$ cat src/rtl/gfr_pkg.sv
// Shared constants, types and glyph tables of the glyph framebuffer renderer.
package gfr_pkg;

   localparam int PANEL_WIDTH  = 128;
   localparam int PANEL_HEIGHT = 64;
   localparam int PAGE_COUNT   = (PANEL_HEIGHT + 7) / 8;
   localparam int STORE_BYTES  = PANEL_WIDTH * PAGE_COUNT;
   localparam int ADDR_W       = $clog2(STORE_BYTES);
   localparam int QUEUE_DEPTH  = 2;
   localparam int LARGE_LAST   = 4;
   localparam int SMALL_LAST   = 3;
   localparam int SMALL_SCALE  = 2;

   localparam logic [1:0] ACT_CLEAR = 2'd0;
   localparam logic [1:0] ACT_LARGE = 2'd1;
   localparam logic [1:0] ACT_SMALL = 2'd2;
   localparam logic [1:0] ACT_READ  = 2'd3;

   typedef struct packed {
      logic            known;
      logic [4:0][7:0] cols;
   } glyph_type;

   typedef struct packed {
      logic [1:0]        action;
      logic [7:0]        origin_x;
      logic [7:0]        origin_y;
      logic [4:0][7:0]   cols;
      logic [2:0]        col_last;
      logic [3:0]        scale;
      logic              known;
      logic [ADDR_W-1:0] read_addr;
      logic              read_ok;
   } gfr_entry_type;

   typedef struct packed {
      logic empty;
      logic full;
   } gfr_queue_status_type;

   function automatic glyph_type large_glyph(input logic [7:0] code);
      glyph_type g;
      g.known = 1'b1;
      case (code)
         8'h30: g.cols = {8'h3E, 8'h45, 8'h49, 8'h51, 8'h3E};
         8'h31: g.cols = {8'h00, 8'h40, 8'h7F, 8'h42, 8'h00};
         8'h32: g.cols = {8'h46, 8'h49, 8'h51, 8'h61, 8'h42};
         8'h33: g.cols = {8'h31, 8'h4B, 8'h45, 8'h41, 8'h21};
         8'h34: g.cols = {8'h10, 8'h7F, 8'h12, 8'h14, 8'h18};
         8'h35: g.cols = {8'h39, 8'h45, 8'h45, 8'h45, 8'h27};
         8'h36: g.cols = {8'h30, 8'h49, 8'h49, 8'h4A, 8'h3C};
         8'h37: g.cols = {8'h03, 8'h05, 8'h09, 8'h71, 8'h01};
         8'h38: g.cols = {8'h36, 8'h49, 8'h49, 8'h49, 8'h36};
         8'h39: g.cols = {8'h1E, 8'h29, 8'h49, 8'h49, 8'h06};
         8'h2E: g.cols = {8'h00, 8'h00, 8'h60, 8'h60, 8'h00};
         8'h43: g.cols = {8'h22, 8'h41, 8'h41, 8'h41, 8'h3E};
         default: begin
            g.known = 1'b0;
            g.cols  = '0;
         end
      endcase
      return g;
   endfunction

   function automatic glyph_type small_glyph(input logic [7:0] code);
      glyph_type g;
      g.known = 1'b1;
      case (code)
         8'h54: g.cols = {8'h00, 8'h01, 8'h7F, 8'h01, 8'h01};
         8'h45: g.cols = {8'h00, 8'h41, 8'h49, 8'h49, 8'h7F};
         8'h4D: g.cols = {8'h00, 8'h7F, 8'h06, 8'h06, 8'h7F};
         8'h50: g.cols = {8'h00, 8'h06, 8'h09, 8'h09, 8'h7F};
         8'h41: g.cols = {8'h00, 8'h7E, 8'h09, 8'h09, 8'h7E};
         8'h52: g.cols = {8'h00, 8'h46, 8'h19, 8'h09, 8'h7F};
         8'h55: g.cols = {8'h00, 8'h3F, 8'h40, 8'h40, 8'h3F};
         default: begin
            g.known = 1'b0;
            g.cols  = '0;
         end
      endcase
      return g;
   endfunction

endpackage

$ cat src/rtl/gfr_queue.sv
// Small queue of decoded work entries between front and back end.
module gfr_queue (
   input  logic                         clock,
   input  logic                         reset,
   input  logic                         push,
   input  gfr_pkg::gfr_entry_type       push_entry,
   input  logic                         pop,
   output gfr_pkg::gfr_entry_type       head,
   output gfr_pkg::gfr_queue_status_type status
);
   import gfr_pkg::*;

   localparam int PTR_W = $clog2(QUEUE_DEPTH);

   gfr_entry_type         slot_ff [QUEUE_DEPTH];
   logic [PTR_W-1:0]      wr_ptr_ff, wr_ptr_in;
   logic [PTR_W-1:0]      rd_ptr_ff, rd_ptr_in;
   logic [PTR_W:0]        count_ff, count_in;

   assign status.empty = (count_ff == '0);
   assign status.full  = (count_ff == (PTR_W+1)'(QUEUE_DEPTH));
   assign head         = slot_ff[rd_ptr_ff];

   always_comb begin
      wr_ptr_in = wr_ptr_ff;
      rd_ptr_in = rd_ptr_ff;
      count_in  = count_ff;
      if (push) begin
         wr_ptr_in = (wr_ptr_ff == PTR_W'(QUEUE_DEPTH - 1)) ? '0 : wr_ptr_ff + 1'b1;
      end
      if (pop) begin
         rd_ptr_in = (rd_ptr_ff == PTR_W'(QUEUE_DEPTH - 1)) ? '0 : rd_ptr_ff + 1'b1;
      end
      case ({push, pop})
         2'b10:   count_in = count_ff + 1'b1;
         2'b01:   count_in = count_ff - 1'b1;
         default: count_in = count_ff;
      endcase
   end

   always_ff @(posedge clock) begin
      if (reset) begin
         wr_ptr_ff <= '0;
         rd_ptr_ff <= '0;
         count_ff  <= '0;
      end else begin
         wr_ptr_ff <= wr_ptr_in;
         rd_ptr_ff <= rd_ptr_in;
         count_ff  <= count_in;
      end
   end

   always_ff @(posedge clock) begin
      if (push) begin
         slot_ff[wr_ptr_ff] <= push_entry;
      end
   end

`ifndef ASSERT_OFF
   a_no_overflow: assert property (@(posedge clock) disable iff (reset)
      status.full |-> !push) else $error("queue push while full");
   a_no_underflow: assert property (@(posedge clock) disable iff (reset)
      status.empty |-> !pop) else $error("queue pop while empty");
   a_count_step: assert property (@(posedge clock) disable iff (reset)
      (push && !pop) |=> (count_ff == $past(count_ff) + 1'b1))
      else $error("queue count did not advance");
`endif
endmodule

$ cat config.mk
export PLATFORM = sky130hd
export DESIGN_NAME = gfr_queue
export DESIGN_NICKNAME = d
export VERILOG_FILES = /design/src/rtl/gfr_pkg.sv /design/src/rtl/gfr_queue.sv
export SDC_FILE = /design/constraint.sdc
export NUM_CORES = 1
export LEC_CHECK = 0
export ABC_AREA = 1
export CAP_MARGIN = 30
export CORE_MARGIN = 4
export CORE_UTILIZATION = 52
export DETAILED_ROUTE_END_ITERATION = 10
export DONT_BUFFER_PORTS = 1
export PLACE_DENSITY = 0.67
export SYNTH_ARGS = -nofsm -noshare
export SYNTH_HDL_FRONTEND = slang
export SYNTH_SLANG_ARGS = --single-unit
$ cat constraint.sdc
create_clock -name clock -period 5.6 [get_ports clock]
set_input_delay 0.28 -clock clock [delete_from_list [all_inputs] [get_ports clock]]
set_output_delay 0.28 -clock clock [all_outputs]
set_load 0.03 [all_outputs]
==> flow_metrics.py <==
metrics = {
    "sta": {
        "max_freq_mhz": 392.4,
        "fin_crit_sh_pct": 45.51,
        "rsz0062_at_grt": "no",
        "fin_crit_ns": 2.549,
        "worst_slew_pin_slew_ns": 0.6445,
        "slew_headroom_pct": 57.03,
        "fin_tns_setup_ns": 0,
        "slew_violations": 0,
        "hold_viol_final": 0,
        "finClkSkew_ns": 0.008075,
        "setup_viol": 0,
    },
    "floorplanning": {
        "initial_core_util_pct": 53.87,
        "rows": 38,
        "chipHeight_um": 114.7,
        "coreArea_um2": 10980,
        "io_pins": 160,
        "die_w_um": 114.7,
        "dieArea_um2": 13150,
    },
    "hold_path": {
        "min_path_type": "in2reg",
        "holdPathStages": 3,
        "whs_endpoint": "count_ff[1]",
        "hold_start": "reset",
    },
    "synthesis": {
        "synth_top_area_share_pct": 78.16,
        "synth_area_leaders": "edfxtp_1 (78%), mux2_2 (8.9%), mux2_4 (7.6%), dfxtp_1 (1.7%), buf_8 (0.76%)",
        "synth_warnings": 0,
        "yosysTopAreaCell": "edfxtp_1",
        "yosysSeqAreaShare_pct": 79.85,
        "synth-simple-area-share_pct": 1.142,
        "synthMuxAreaShare_pct": 16.56,
        "synth_top_family_by_area": "multiplexers",
        "synthAdderAreaFrac_pct": 0.2115,
        "ys_types": 16,
        "syn-cell-area_um2": 5917,
        "synth_xor_area_share_pct": 0.1480,
        "synth_nets": 355,
        "syn_inst": 273,
        "synth_compound_area_share_pct": 0.1692,
        "yosys_register_bits": 159,
        "syn_area_per_cell_um2": 21.67,
    },
    "place": {
        "dp_hpwl_um": 6508,
        "dp.cells": 409,
        "routabilityCongestion": 0.7037,
        "portBuffers": 0,
    },
    "critical_path": {
        "cp.required_ns": 5.32,
        "reg2reg_slack_ns": 3.73,
        "reg2reg_from": "wr_ptr_ff",
        "crit_path_end_kind": "primary output",
        "critPathKind": "reg2out",
        "cp_max_fo": 40,
        "arrival_ns": 2.27,
        "start_kind": "register",
        "reg2regPathDepth": 3,
        "worstReg2RegEnd": "slot_ff[0][8]",
    },
    "clock_tree": {
        "cts-buffers-inserted": 17,
        "clock-root-buffer": "clkbuf_16",
        "cts_max_level": 4,
        "cts_resized": 0,
        "clk_latency_ns": 0.41,
        "max-clock-path-buffers": 2,
        "numClockSinks": 159,
        "cts.clk_slew.worst_paths_ns": 0.06,
        "cts_tree": "built",
    },
    "run": {
        "max_cap_violations": 0,
    },
    "route": {
        "drc_errors": 0,
        "vias_per_cell": 5.175,
        "via_count": 2686,
        "antenna_left": 0,
        "wl_per_cell_um": 20.32,
        "firstDrtPassIters": 4,
        "drtIter0Drc": 102,
        "finalWirelength_um": 10550,
    },
    "global_routing": {
        "gr-total-overflow": 0,
        "grtUsageMet1_pct": 19.23,
        "grt_use_met2_pct": 27.59,
        "grt_use_total_pct": 16.68,
        "antenna_found_initial": 0,
        "grt_max_degree": 47,
        "grt_pass1_wl_um": 16260,
        "grt-busiest-layer": "met2",
        "grt_use_met3_pct": 8.140,
        "grt_pass1_vias": 2938,
    },
    "cells_and_area": {
        "layout_common_cells": "edfxtp_1 (154), dlygate4sd3_1 (78), mux2_2 (47)",
        "n_antenna_cell": 0,
        "syn_to_final_growth_pct": 26.16,
        "fillers": 706,
        "final_cells": 519,
        "final_common_cell": "edfxtp_1",
        "drive_gt1_share_pct": 30.87,
        "nNetsFinal": 448,
    },
    "power_and_ir_drop": {
        "cellPowerDensity_nw_per_um2": 385.9,
        "p_leak_nw": 2.615,
        "vdd_drop_max_uv": 236.6,
    },
    "run_status": {
        "outcome": "completed",
    },
}
[kinds of logic (layout without fill, tap and decap cells)]
kind of cell | after synthesis | count (layout)
XOR/XNOR | 1 | 1
adder cells (fa/ha/maj) | 1 | 1
AO/OA/AOI/OAI | 2 | 2
multiplexers | 77 | 77
AND/OR/NAND/NOR | 17 | 17
buffers and inverters | 16 | 122
flip-flops | 159 | 159
[synthesized netlist by cell type]
master,number
xnor2_1,1
buf_6,2
nor3_1,1
inv_1,7
dfxtp_1,5
buf_8,3
o21ai_0,1
mux2_2,47
ha_1,1
nand2_1,5
nand4_1,1
mux2_4,30
a21oi_1,1
buf_2,4
nor2_1,10
edfxtp_1,154
[registers in the layout, indices dropped and copies added, names as in the netlist, named ones only]
name and count:
slot_ff 154, count_ff 2, rd_ptr_ff 1, wr_ptr_ff 1
[metrics by stage]
stage | util (%) | hold slack, ns | setup slack, ns | instance area [µm²] | power [mW]
finish | 67.97 | 0.03227 | 3.051 | 7465 | 2.881
global route | 67.97 | 0.03172 | 2.922 | 7465 | 2.990
CTS | 67.97 | 0.008781 | 2.997 | 7465 | 2.904
detailed placement | 55.42 | 0.3488 | 3.442 | 6087 | 1.719
global placement | 54.99 | 0.3442 | 3.388 | 6040 | 1.710
floorplan | - | 0.3524 | 1.519 | 5917 | 1.688
[timing repair]
item	in CTS	in global routing
hold buffers	78	0
endpoints found under the hold margin	157	0
setup endpoints to repair	0	0
buffers inserted	0	0
[how the worst max path moves through the flow]
stage	endpoint	slack [ns]	depth (start not counted)
after floorplan	slot_ff[0][0]	1.52	2
after global placement	slot_ff[0][22]	3.39	2
after detailed placement	head[66]	3.44	2
after CTS	head[66]	3.00	2
after global routing	head[67]	2.92	2
final	head[16]	3.05	2
[final cells by class]
cell class                 instances  area, µm²  area share [%]
timing repair buffer              83      850.8           11.40
clock buffer                      17      425.4           5.699
sequential                       159       4728           63.34
clock inverter                    15      171.4           2.296
tap                              140      175.2           2.347
multi-input combinational         98       1086           14.55
inverter                           7      27.53          0.3688
[critical path, stage by stage (launching register included)]
cell	delay [ns]
dfxtp_4	0.70
buf_4	0.62
mux2_2	0.50
[power breakdown]
part / total [mW] / internal (mW) / switching, mW
Sequential: 1.40 / 1.38 / 0.0281
Clock: 1.14 / 0.671 / 0.467
Combinational: 0.339 / 0.125 / 0.214
Total: 2.88 / 2.17 / 0.709
[per-layer routing]
metal	wire [µm]	part of all wire (%)	vias to the layer above
met3	1024	9.7	5
met1	4054	38	1309
met2	5420	51	117
met5	0	0	-
li1	-	-	1255
met4	48	0.46	0
Note: power is estimated with default switching activity, not from simulation.
