## src/rtl/gfr_pkg.sv

```systemverilog
// Shared constants, types and glyph tables of the glyph framebuffer renderer.
package gfr_pkg;

   localparam int PANEL_WIDTH  = 128;
   localparam int PANEL_HEIGHT = 64;
   localparam int PAGE_COUNT   = (PANEL_HEIGHT + 7) / 8;
   localparam int STORE_BYTES  = PANEL_WIDTH * PAGE_COUNT;
   localparam int ADDR_W       = $clog2(STORE_BYTES);
   localparam int QUEUE_DEPTH  = 2;
   localparam int LARGE_LAST   = 4;
   localparam int SMALL_LAST   = 3;
   localparam int SMALL_SCALE  = 2;

   localparam logic [1:0] ACT_CLEAR = 2'd0;
   localparam logic [1:0] ACT_LARGE = 2'd1;
   localparam logic [1:0] ACT_SMALL = 2'd2;
   localparam logic [1:0] ACT_READ  = 2'd3;

   typedef struct packed {
      logic            known;
      logic [4:0][7:0] cols;
   } glyph_type;

   typedef struct packed {
      logic [1:0]        action;
      logic [7:0]        origin_x;
      logic [7:0]        origin_y;
      logic [4:0][7:0]   cols;
      logic [2:0]        col_last;
      logic [3:0]        scale;
      logic              known;
      logic [ADDR_W-1:0] read_addr;
      logic              read_ok;
   } gfr_entry_type;

   typedef struct packed {
      logic empty;
      logic full;
   } gfr_queue_status_type;

   function automatic glyph_type large_glyph(input logic [7:0] code);
      glyph_type g;
      g.known = 1'b1;
      case (code)
         8'h30: g.cols = {8'h3E, 8'h45, 8'h49, 8'h51, 8'h3E};
         8'h31: g.cols = {8'h00, 8'h40, 8'h7F, 8'h42, 8'h00};
         8'h32: g.cols = {8'h46, 8'h49, 8'h51, 8'h61, 8'h42};
         8'h33: g.cols = {8'h31, 8'h4B, 8'h45, 8'h41, 8'h21};
         8'h34: g.cols = {8'h10, 8'h7F, 8'h12, 8'h14, 8'h18};
         8'h35: g.cols = {8'h39, 8'h45, 8'h45, 8'h45, 8'h27};
         8'h36: g.cols = {8'h30, 8'h49, 8'h49, 8'h4A, 8'h3C};
         8'h37: g.cols = {8'h03, 8'h05, 8'h09, 8'h71, 8'h01};
         8'h38: g.cols = {8'h36, 8'h49, 8'h49, 8'h49, 8'h36};
         8'h39: g.cols = {8'h1E, 8'h29, 8'h49, 8'h49, 8'h06};
         8'h2E: g.cols = {8'h00, 8'h00, 8'h60, 8'h60, 8'h00};
         8'h43: g.cols = {8'h22, 8'h41, 8'h41, 8'h41, 8'h3E};
         default: begin
            g.known = 1'b0;
            g.cols  = '0;
         end
      endcase
      return g;
   endfunction

   function automatic glyph_type small_glyph(input logic [7:0] code);
      glyph_type g;
      g.known = 1'b1;
      case (code)
         8'h54: g.cols = {8'h00, 8'h01, 8'h7F, 8'h01, 8'h01};
         8'h45: g.cols = {8'h00, 8'h41, 8'h49, 8'h49, 8'h7F};
         8'h4D: g.cols = {8'h00, 8'h7F, 8'h06, 8'h06, 8'h7F};
         8'h50: g.cols = {8'h00, 8'h06, 8'h09, 8'h09, 8'h7F};
         8'h41: g.cols = {8'h00, 8'h7E, 8'h09, 8'h09, 8'h7E};
         8'h52: g.cols = {8'h00, 8'h46, 8'h19, 8'h09, 8'h7F};
         8'h55: g.cols = {8'h00, 8'h3F, 8'h40, 8'h40, 8'h3F};
         default: begin
            g.known = 1'b0;
            g.cols  = '0;
         end
      endcase
      return g;
   endfunction

endpackage

```

## src/rtl/gfr_front.sv

```systemverilog
// Front end: decodes an incoming transaction into a work entry.
module gfr_front (
   input  logic                  req_tvalid,
   input  logic [39:0]           req_tdata,
   input  logic                  queue_ready,
   output logic                  push,
   output gfr_pkg::gfr_entry_type entry
);
   import gfr_pkg::*;

   logic [1:0] action;
   logic [7:0] code;
   logic [3:0] zoom;
   logic [2:0] page;
   logic [6:0] column;
   glyph_type  g_large;
   glyph_type  g_small;

   assign action = req_tdata[1:0];
   assign code   = req_tdata[25:18];
   assign zoom   = req_tdata[29:26];
   assign page   = req_tdata[32:30];
   assign column = req_tdata[39:33];
   assign g_large = large_glyph(code);
   assign g_small = small_glyph(code);
   assign push    = req_tvalid & queue_ready;

   always_comb begin
      entry.action    = action;
      entry.origin_x  = req_tdata[9:2];
      entry.origin_y  = req_tdata[17:10];
      entry.read_addr = ADDR_W'(int'(column) + int'(page) * PANEL_WIDTH);
      entry.read_ok   = (int'(column) < PANEL_WIDTH) && (int'(page) < PAGE_COUNT);
      case (action)
         ACT_LARGE: begin
            entry.cols     = g_large.cols;
            entry.known    = g_large.known;
            entry.col_last = 3'(LARGE_LAST);
            entry.scale    = zoom;
         end
         ACT_SMALL: begin
            entry.cols     = g_small.cols;
            entry.known    = g_small.known;
            entry.col_last = 3'(SMALL_LAST);
            entry.scale    = 4'(SMALL_SCALE);
         end
         default: begin
            entry.cols     = '0;
            entry.known    = 1'b0;
            entry.col_last = '0;
            entry.scale    = '0;
         end
      endcase
   end
endmodule

```

## config.mk

```make
export PLATFORM = sky130hd
export DESIGN_NAME = gfr_front
export DESIGN_NICKNAME = d
export VERILOG_FILES = /design/src/rtl/gfr_pkg.sv /design/src/rtl/gfr_front.sv
export SDC_FILE = /design/constraint.sdc
export NUM_CORES = 1
export LEC_CHECK = 0
export CAP_MARGIN = 10
export CORE_UTILIZATION = 61
export DETAILED_ROUTE_END_ITERATION = 6
export DONT_BUFFER_PORTS = 1
export GPL_TIMING_DRIVEN = 1
export PLACE_DENSITY = 0.77
export SYNTH_ARGS = -nofsm -noshare
export SYNTH_HDL_FRONTEND = slang
export SYNTH_SLANG_ARGS = --single-unit
```

## constraint.sdc

```tcl
create_clock -name vclk -period 2.1
set_input_delay 0.21 -clock vclk [all_inputs]
set_output_delay 0.21 -clock vclk [all_outputs]
set_load 0.01 [all_outputs]
```

==> flow_metrics.py, run 1 <==
metrics = {
    "grt": {
        "grt_max_degree": 34,
        "grt_overflow": 0,
        "grt_pass1_vias": 1423,
        "grt_pass1_wl_um": 6840,
        "antenna_found_initial": 0,
        "track_usage_pct": 33.8,
    },
    "floorplan": {
        "die_area_um2": 2580,
        "core-area_um2": 2230,
        "row_count": 17,
        "die_h_um": 50.8,
        "die_w_um": 50.8,
        "initial_utilization_pct": 64.9,
        "io_pins": 120,
    },
    "drt": {
        "drtAntennaViolNets": 0,
        "post_drt_wl_per_cell_um": 17.5,
        "dr.pass1.iters": 5,
        "drt_iter0_markers": 104,
        "num_vias": 1706,
        "viasPerCell": 6.88,
        "routed_wl_um": 4350,
        "drc": 0,
    },
    "worst_setup_path": {
        "crit_start": "req_tdata[0]",
        "crit_path_end_kind": "output port",
        "endpoint": "entry[30]",
        "cp.arrival_ns": 1.65,
        "path_class": "primary input to output port",
        "cp_max_fo": 6,
        "start_kind": "primary input",
        "cp.required_ns": 1.89,
    },
    "layout": {
        "antennaDiodeCount": 0,
        "final_cell_area_um2": 1310,
        "clock_buffers": 0,
        "seq_area_um2": 0,
        "areaGrowthSynthToFinish_pct": -9.75,
        "final_cell_mix": "30 x nor2_1, 24 x nand2_1, 21 x o21ai_0, 18 x buf_4, 15 x nand3_1",
        "layout-drive-gt1-share_pct": 11.4,
        "fin_cells": 248,
        "final_common_cell": "nor2_1",
        "design.seq.count": 0,
        "fillerInstances": 258,
        "final_nets": 266,
        "multi_input_area_um2": 1120,
    },
    "clocking": {
        "post_cts_resized": 0,
        "cts_hold_buf": 0,
        "cts_setup_buffers": 0,
    },
    "power": {
        "power.density_nw_per_um2": 110,
        "p_leak_uw": 0.000458,
        "p_switching_uw": 90.7,
        "power_frac_comb_pct": 100.0,
        "p_int_uw": 52.6,
        "irDropWorstVdd_mv": 0.0917,
        "swShare_pct": 63.3,
        "p_seq_share_pct": 0,
        "power_frac_clock_pct": 0,
    },
    "min_path": {
        "hold_path.class": "primary input to output port",
        "hp-start": "req_tdata[33]",
    },
    "placed_design": {
        "dp_cells": 248,
        "place_congestion": 1.00,
        "io_buffers": 0,
        "dpl_cell_area_um2": 1310,
        "post-place-ws_ns": 0.278,
        "hpwl_um": 3210,
    },
    "flow_run": {
        "cap_violations": 0,
    },
    "timing": {
        "worst_slack_ns": 0.243,
        "min_period_over_period_pct": 88.4,
        "hold_viol": 0,
        "period_needed_ns": 1.86,
        "setup_tns_ns": 0,
        "slew_viol_final": 0,
        "setup_violations": 0,
        "rsz0062_at_grt": "false",
        "max_freq_ghz": 0.539,
    },
    "logic_synthesis": {
        "synth_compound_area_share_pct": 32.2,
        "ys_seq_area_share_pct": 0,
        "synth_top_area_cell": "buf_4",
        "synth_top_family_by_area": "simple AND/OR/NAND/NOR gates",
        "syn_inst": 248,
        "synth_xor_area_share_pct": 1.81,
        "synth.area.top_cells": "buf_4 18%, nor2_1 7.8%, o21ai_0 7.2%, nand2_1 6.2%, nand3_1 5.2%",
        "synth_area_um2": 1450,
        "yosysTopAreaCellShare_pct": 18.1,
        "synthMuxAreaShare_pct": 1.38,
        "synth_area_per_cell_um2": 5.85,
        "synth_cell_types": 51,
        "synthSimpleGateAreaFrac_pct": 38.6,
        "synth_warnings": 0,
        "synthAdderAreaFrac_pct": 1.73,
    },
    "outcome": {
        "status": "finished, final reports clean",
    },
}
==> critical path, cell delays in order <==
cell,delay [ns]
inv_1,0.02
ha_1,0.35
nand2b_1,0.23
nor2_1,0.17
nand2_1,0.21
o21ai_0,0.29
buf_4,0.17
==> layer usage <==
layer  share of wire (%)  up-vias  track usage (%)  wire length [µm]
met2                  43      135             52.7              1870
met4                 1.7        0             8.33                75
met1                  40      768             48.8              1740
li1                    -      790                -                 -
met5                   0        -                0                 0
met3                  15       13             3.33               663
==> worst min path at each step <==
| stage | slack [ns] | to | cells past startpoint |
|---|---|---|---|
| global placement | 0.42 | entry[3] | 0 |
| CTS | 0.42 | entry[3] | 0 |
| global route | 0.42 | entry[72] | 0 |
| floorplan | 0.51 | entry[10] | 1 |
| finish | 0.42 | entry[1] | 0 |
| detailed placement | 0.42 | entry[3] | 0 |
==> power by group through the flow <==
| stage | clock [µW] | sequential [µW] | combinational (µW) |
|---|---|---|---|
| final | 0 | 0 | 143 |
| after global routing | 0 | 0 | 158 |
| after CTS | 0 | 0 | 141 |
| after detailed placement | 0 | 0 | 140 |
| after global placement | 0 | 0 | 141 |
| after floorplan | 0 | 0 | 200 |
==> cell type report <==
cell class                      instances  area share [%]
Multi-Input combinational cell        197            85.6
Tap cell                               28            2.68
Inverter                                5            1.43
Timing Repair Buffer                   18            10.3
==> Yosys cell counts (all sizes together) (3+ instances only) <==
cell type / count
nand2b: 4
nand3: 15
nand4: 4
nor3: 6
o211ai: 4
a31oi: 4
o21ai: 32
clkbuf: 6
o32ai: 3
o21a: 3
nor2: 30
and2: 5
nand2: 25
buf: 44
nor2b: 8
a21oi: 13
inv: 4
o22ai: 3
==> stage by stage <==
stage | power [µW] | util, % | hold WS [ns]
after floorplan | 200 | - | 0.512
after global placement | 141 | 58.6 | 0.420
after detailed placement | 140 | 58.6 | 0.420
after CTS | 141 | 58.6 | 0.420
after global routing | 158 | 58.6 | 0.420
final | 143 | 58.6 | 0.420
==> cell families after synthesis <==
logic type | after synthesis
simple gates | 109
fa+ha+maj | 2
buf+inv | 55
xor+xnor | 3
other cells | 2
mux | 2
compound gates | 75
Note: power is estimated with default switching activity, not from simulation.
==> run 2, diff against run 1 <==
CORE_ASPECT_RATIO = 0.9   (was default)
RECOVER_POWER = 25   (was default)
==> run 2 against run 1 <==
Net effect: maximum frequency shrank 5.4%; flip-flop and latch count is the same; largest power group unchanged; worst hold slack is the same.
==> flow_metrics.py, run 2 (synthesized netlist as in run 1, its figures left out) <==
metrics = {
    "timing": {
        "setup_tns_ns": 0,
        "period_needed_ns": 1.96,
        "hold_viol": 0,
        "max_freq_ghz": 0.509,
        "worst_slack_ns": 0.137,
        "setup_violations": 0,
        "fin_hold_ws_ns": 0.420,
        "slew_viol_final": 0,
        "rsz0062_at_grt": "false",
        "min_period_over_period_pct": 93.5,
    },
    "grt": {
        "grt_overflow": 0,
        "grt_max_degree": 34,
        "grt_pass1_vias": 1349,
        "antenna_found_initial": 0,
        "grt_pass1_wl_um": 6510,
        "track_usage_pct": 34.0,
    },
    "layout": {
        "seq_area_um2": 0,
        "antennaDiodeCount": 0,
        "final_nets": 269,
        "finalCoreUtilization_pct": 60.8,
        "final_cell_mix": "30 x nor2_1, 24 x nand2_1, 21 x o21ai_0, 21 x buf_4, 15 x nand3_1",
        "layout-drive-gt1-share_pct": 12.6,
        "fillerInstances": 239,
        "final_cell_area_um2": 1340,
        "final_common_cell": "nor2_1",
        "clock_buffers": 0,
        "areaGrowthSynthToFinish_pct": -7.68,
        "design.seq.count": 0,
    },
    "drt": {
        "drtAntennaViolNets": 0,
        "num_vias": 1728,
        "drt_iter0_markers": 147,
        "routed_wl_um": 4500,
        "post_drt_wl_per_cell_um": 18.0,
        "dr.pass1.iters": 5,
        "drc": 0,
        "viasPerCell": 6.91,
    },
    "clocking": {
        "cts_setup_buffers": 0,
        "post_cts_resized": 0,
        "cts_hold_buf": 0,
    },
    "worst_setup_path": {
        "path_class": "primary input to output port",
        "cp_max_fo": 13,
        "cp.required_ns": 1.89,
        "cp.arrival_ns": 1.75,
        "start_kind": "primary input",
        "crit_path_end_kind": "output port",
    },
    "placed_design": {
        "io_buffers": 0,
        "dpl_cell_area_um2": 1330,
        "post-place-ws_ns": 0.0555,
        "place_congestion": 1.01,
        "hpwl_um": 3320,
    },
    "min_path": {
        "worstHoldEndpoint": "entry[3]",
        "hold_path.class": "primary input to output port",
        "holdPathStages": 0,
        "hp-start": "req_tdata[35]",
    },
    "floorplan": {
        "die_w_um": 53.4,
        "core-area_um2": 2200,
        "die_h_um": 48.3,
        "initial_utilization_pct": 65.9,
        "row_count": 16,
        "die_area_um2": 2580,
        "io_pins": 120,
    },
    "outcome": {
        "status": "finished, final reports clean",
    },
    "power": {
        "power.density_nw_per_um2": 113,
        "p_leak_uw": 0.000479,
        "irDropWorstVdd_mv": 0.0817,
    },
    "flow_run": {
        "cap_violations": 0,
    },
}
run 2: changes by cell type in the layout (fill, tap and decap cells not counted):
cell,change
buf_4,+3
nor4b_4,+1
nor4b_2,-1
run 2: how the worst max path moves through the flow:
stage	startpoint	to	cells past startpoint
3_5_place_dp	req_tdata[23]	entry[40]	6
6_report	req_tdata[23]	entry[40]	6
3_3_place_gp	req_tdata[23]	entry[40]	6
2_1_floorplan	req_tdata[0]	entry[39]	7
4_1_cts	req_tdata[23]	entry[40]	6
5_1_grt	req_tdata[23]	entry[19]	6
run 2: area by class of cell:
cell class / count / area [µm²] / share of cell area (%)
inverters: 5 / 18.8 / 1.40
multi-input cells: 197 / 1130 / 84.3
well taps: 27 / 33.8 / 2.52
repair buffers: 21 / 158 / 11.8
run 2: layer usage:
metal	wire length (µm)	vias to the layer above	global-route usage [%]	share of wire (%)
li1	-	801	-	-
met1	1750	755	49.1	39
met2	1920	161	51.2	43
met3	724	11	7.17	16
met4	98	0	8.42	2.2
met5	0	-	0	0
run 2: report_power, final:
group | internal [µW] | total (µW) | leakage (µW) | switching, µW
registers | 0 | 0 | 0 | 0
logic | 57.6 | 151 | 0.000479 | 93.0
clock network | 0 | 0 | 0 | 0
total | 57.6 | 151 | 0.000479 | 93.0
run 2: critical path, cell delays in order:
cell and delay, ns:
nor4b_4 0.38, nand4_1 0.22, o21ai_1 0.18, nand2_2 0.23
o32ai_1 0.35, buf_4 0.18
run 2: through the flow:
step	total power [µW]	instances
2_1_floorplan	200	252
5_1_grt	164	250
3_3_place_gp	145	250
6_report	151	250
4_1_cts	146	250
3_5_place_dp	146	250
==> run 3, diff against run 2 <==
SETUP_SLACK_MARGIN = 0.15   (was default)
==> run 3 against run 2 <==
Net effect: core utilization up 1.2 points; sequential share of layout area stayed put; combinational power about the same; critical path type unchanged; highest routed layer unchanged; critical endpoint unchanged; design area up 2.0%; total power is 0.69% higher; critical path depth is the same; flip-flop and latch count unchanged; via count is the same; maximum frequency increased by 5.8%; die area unchanged; wire length is 0.49% lower; worst hold slack is the same.
==> flow_metrics.py, run 3 (synthesized netlist as in run 1, its figures left out) <==
metrics = {
    "outcome": {
        "status": "finished, final reports clean",
    },
    "timing": {
        "setup_tns_ns": 0,
        "slew_viol_final": 0,
        "setup_violations": 0,
        "period_needed_ns": 1.86,
        "worst_pin_slew_ns": 0.506,
        "hold_viol": 0,
        "rsz0062_at_grt": "false",
        "max_freq_ghz": 0.539,
        "min_period_over_period_pct": 88.4,
        "slew_headroom_pct": 66.2,
        "fin_hold_ws_ns": 0.420,
    },
    "worst_setup_path": {
        "crit_path_end_kind": "output port",
        "start_kind": "primary input",
        "path_class": "primary input to output port",
        "cp_max_fo": 13,
        "cp.required_ns": 1.89,
        "cp.arrival_ns": 1.65,
    },
    "power": {
        "irDropWorstVdd_mv": 0.0816,
        "power.density_nw_per_um2": 111,
        "p_leak_uw": 0.000504,
    },
    "floorplan": {
        "io_pins": 120,
        "initial_utilization_pct": 65.9,
        "die_w_um": 53.4,
        "row_count": 16,
        "die_h_um": 48.3,
        "core-area_um2": 2200,
        "die_area_um2": 2580,
    },
    "layout": {
        "clock_buffers": 0,
        "final_nets": 271,
        "design.seq.count": 0,
        "multi_input_area_um2": 1140,
        "areaGrowthSynthToFinish_pct": -5.87,
        "final_common_cell": "nor2_1",
        "fillerInstances": 235,
        "antennaDiodeCount": 0,
        "final_cell_area_um2": 1370,
        "final_cell_mix": "30 x nor2_1, 23 x nand2_1, 23 x buf_4, 21 x o21ai_0, 15 x nand3_1",
        "layout-drive-gt1-share_pct": 14.2,
        "seq_area_um2": 0,
    },
    "grt": {
        "grt_overflow": 0,
        "grt_max_degree": 34,
        "gr-usage-met3_pct": 7.48,
        "grt_pass1_wl_um": 6510,
        "antenna_found_initial": 0,
        "gr-usage-met1_pct": 48.9,
        "track_usage_pct": 34.0,
        "grtUsageMet2_pct": 51.2,
        "grt_pass1_vias": 1351,
        "busiest_layer": "met2",
    },
    "drt": {
        "drc": 0,
        "dr.pass1.iters": 5,
        "drtAntennaViolNets": 0,
        "routed_wl_um": 4480,
        "post_drt_wl_per_cell_um": 17.8,
        "drt_iter0_markers": 126,
        "viasPerCell": 6.86,
        "num_vias": 1728,
    },
    "min_path": {
        "hp-start": "req_tdata[35]",
        "hold_path.class": "primary input to output port",
        "worstHoldEndpoint": "entry[3]",
        "holdPathStages": 0,
    },
    "placed_design": {
        "io_buffers": 0,
        "place_congestion": 1.01,
        "dpl_cell_area_um2": 1330,
        "hpwl_um": 3320,
    },
    "flow_run": {
        "cap_violations": 0,
    },
    "clocking": {
        "cts_hold_buf": 0,
    },
}
[run 3: cell type report]
type	instances	share of cell area (%)
inverters	5	1.37
multi-input cells	197	83.5
repair buffers	23	12.6
well taps	27	2.47
[run 3: routing by layer]
metal / vias up / wire length (µm)
met5: - / 0
met4: 0 / 83
met3: 8 / 665
met2: 146 / 1960
met1: 768 / 1770
li1: 806 / -
[run 3: worst max-delay path by stage]
stage | slack [ns] | start | to | depth (start not counted)
floorplan | 0.29 | req_tdata[0] | entry[39] | 7
global placement | 0.18 | req_tdata[23] | entry[40] | 6
detailed placement | 0.06 | req_tdata[23] | entry[40] | 6
CTS | 0.18 | req_tdata[23] | entry[40] | 6
global route | 0.13 | req_tdata[23] | entry[19] | 6
finish | 0.24 | req_tdata[23] | entry[40] | 6
[run 3: repair_timing]
item / in CTS / in global routing
buffers inserted: 0 / 2
resized for setup: 1 / 3
pin swaps: 0 / 1
setup endpoints to repair: 7 / 8
cloned: 0 / 0
[run 3: metrics by stage]
step	worst slack [ns]	cells	util [%]	power, µW
finish	0.244	252	62.0	152
global route	0.134	252	62.0	165
CTS	0.177	250	60.8	147
detailed placement	0.0555	250	60.4	146
global placement	0.182	250	60.4	145
floorplan	0.288	252	-	200
[run 3: critical path: stages]
cell	delay (ns)
nor4b_4	0.37
nand4_1	0.24
o21ai_2	0.17
nand2_4	0.16
o32ai_1	0.32
buf_4	0.18
[run 3: power breakdown]
group,switching [µW],internal (µW)
clock network,0,0
registers,0,0
logic,93.6,58.0
total,93.6,58.0
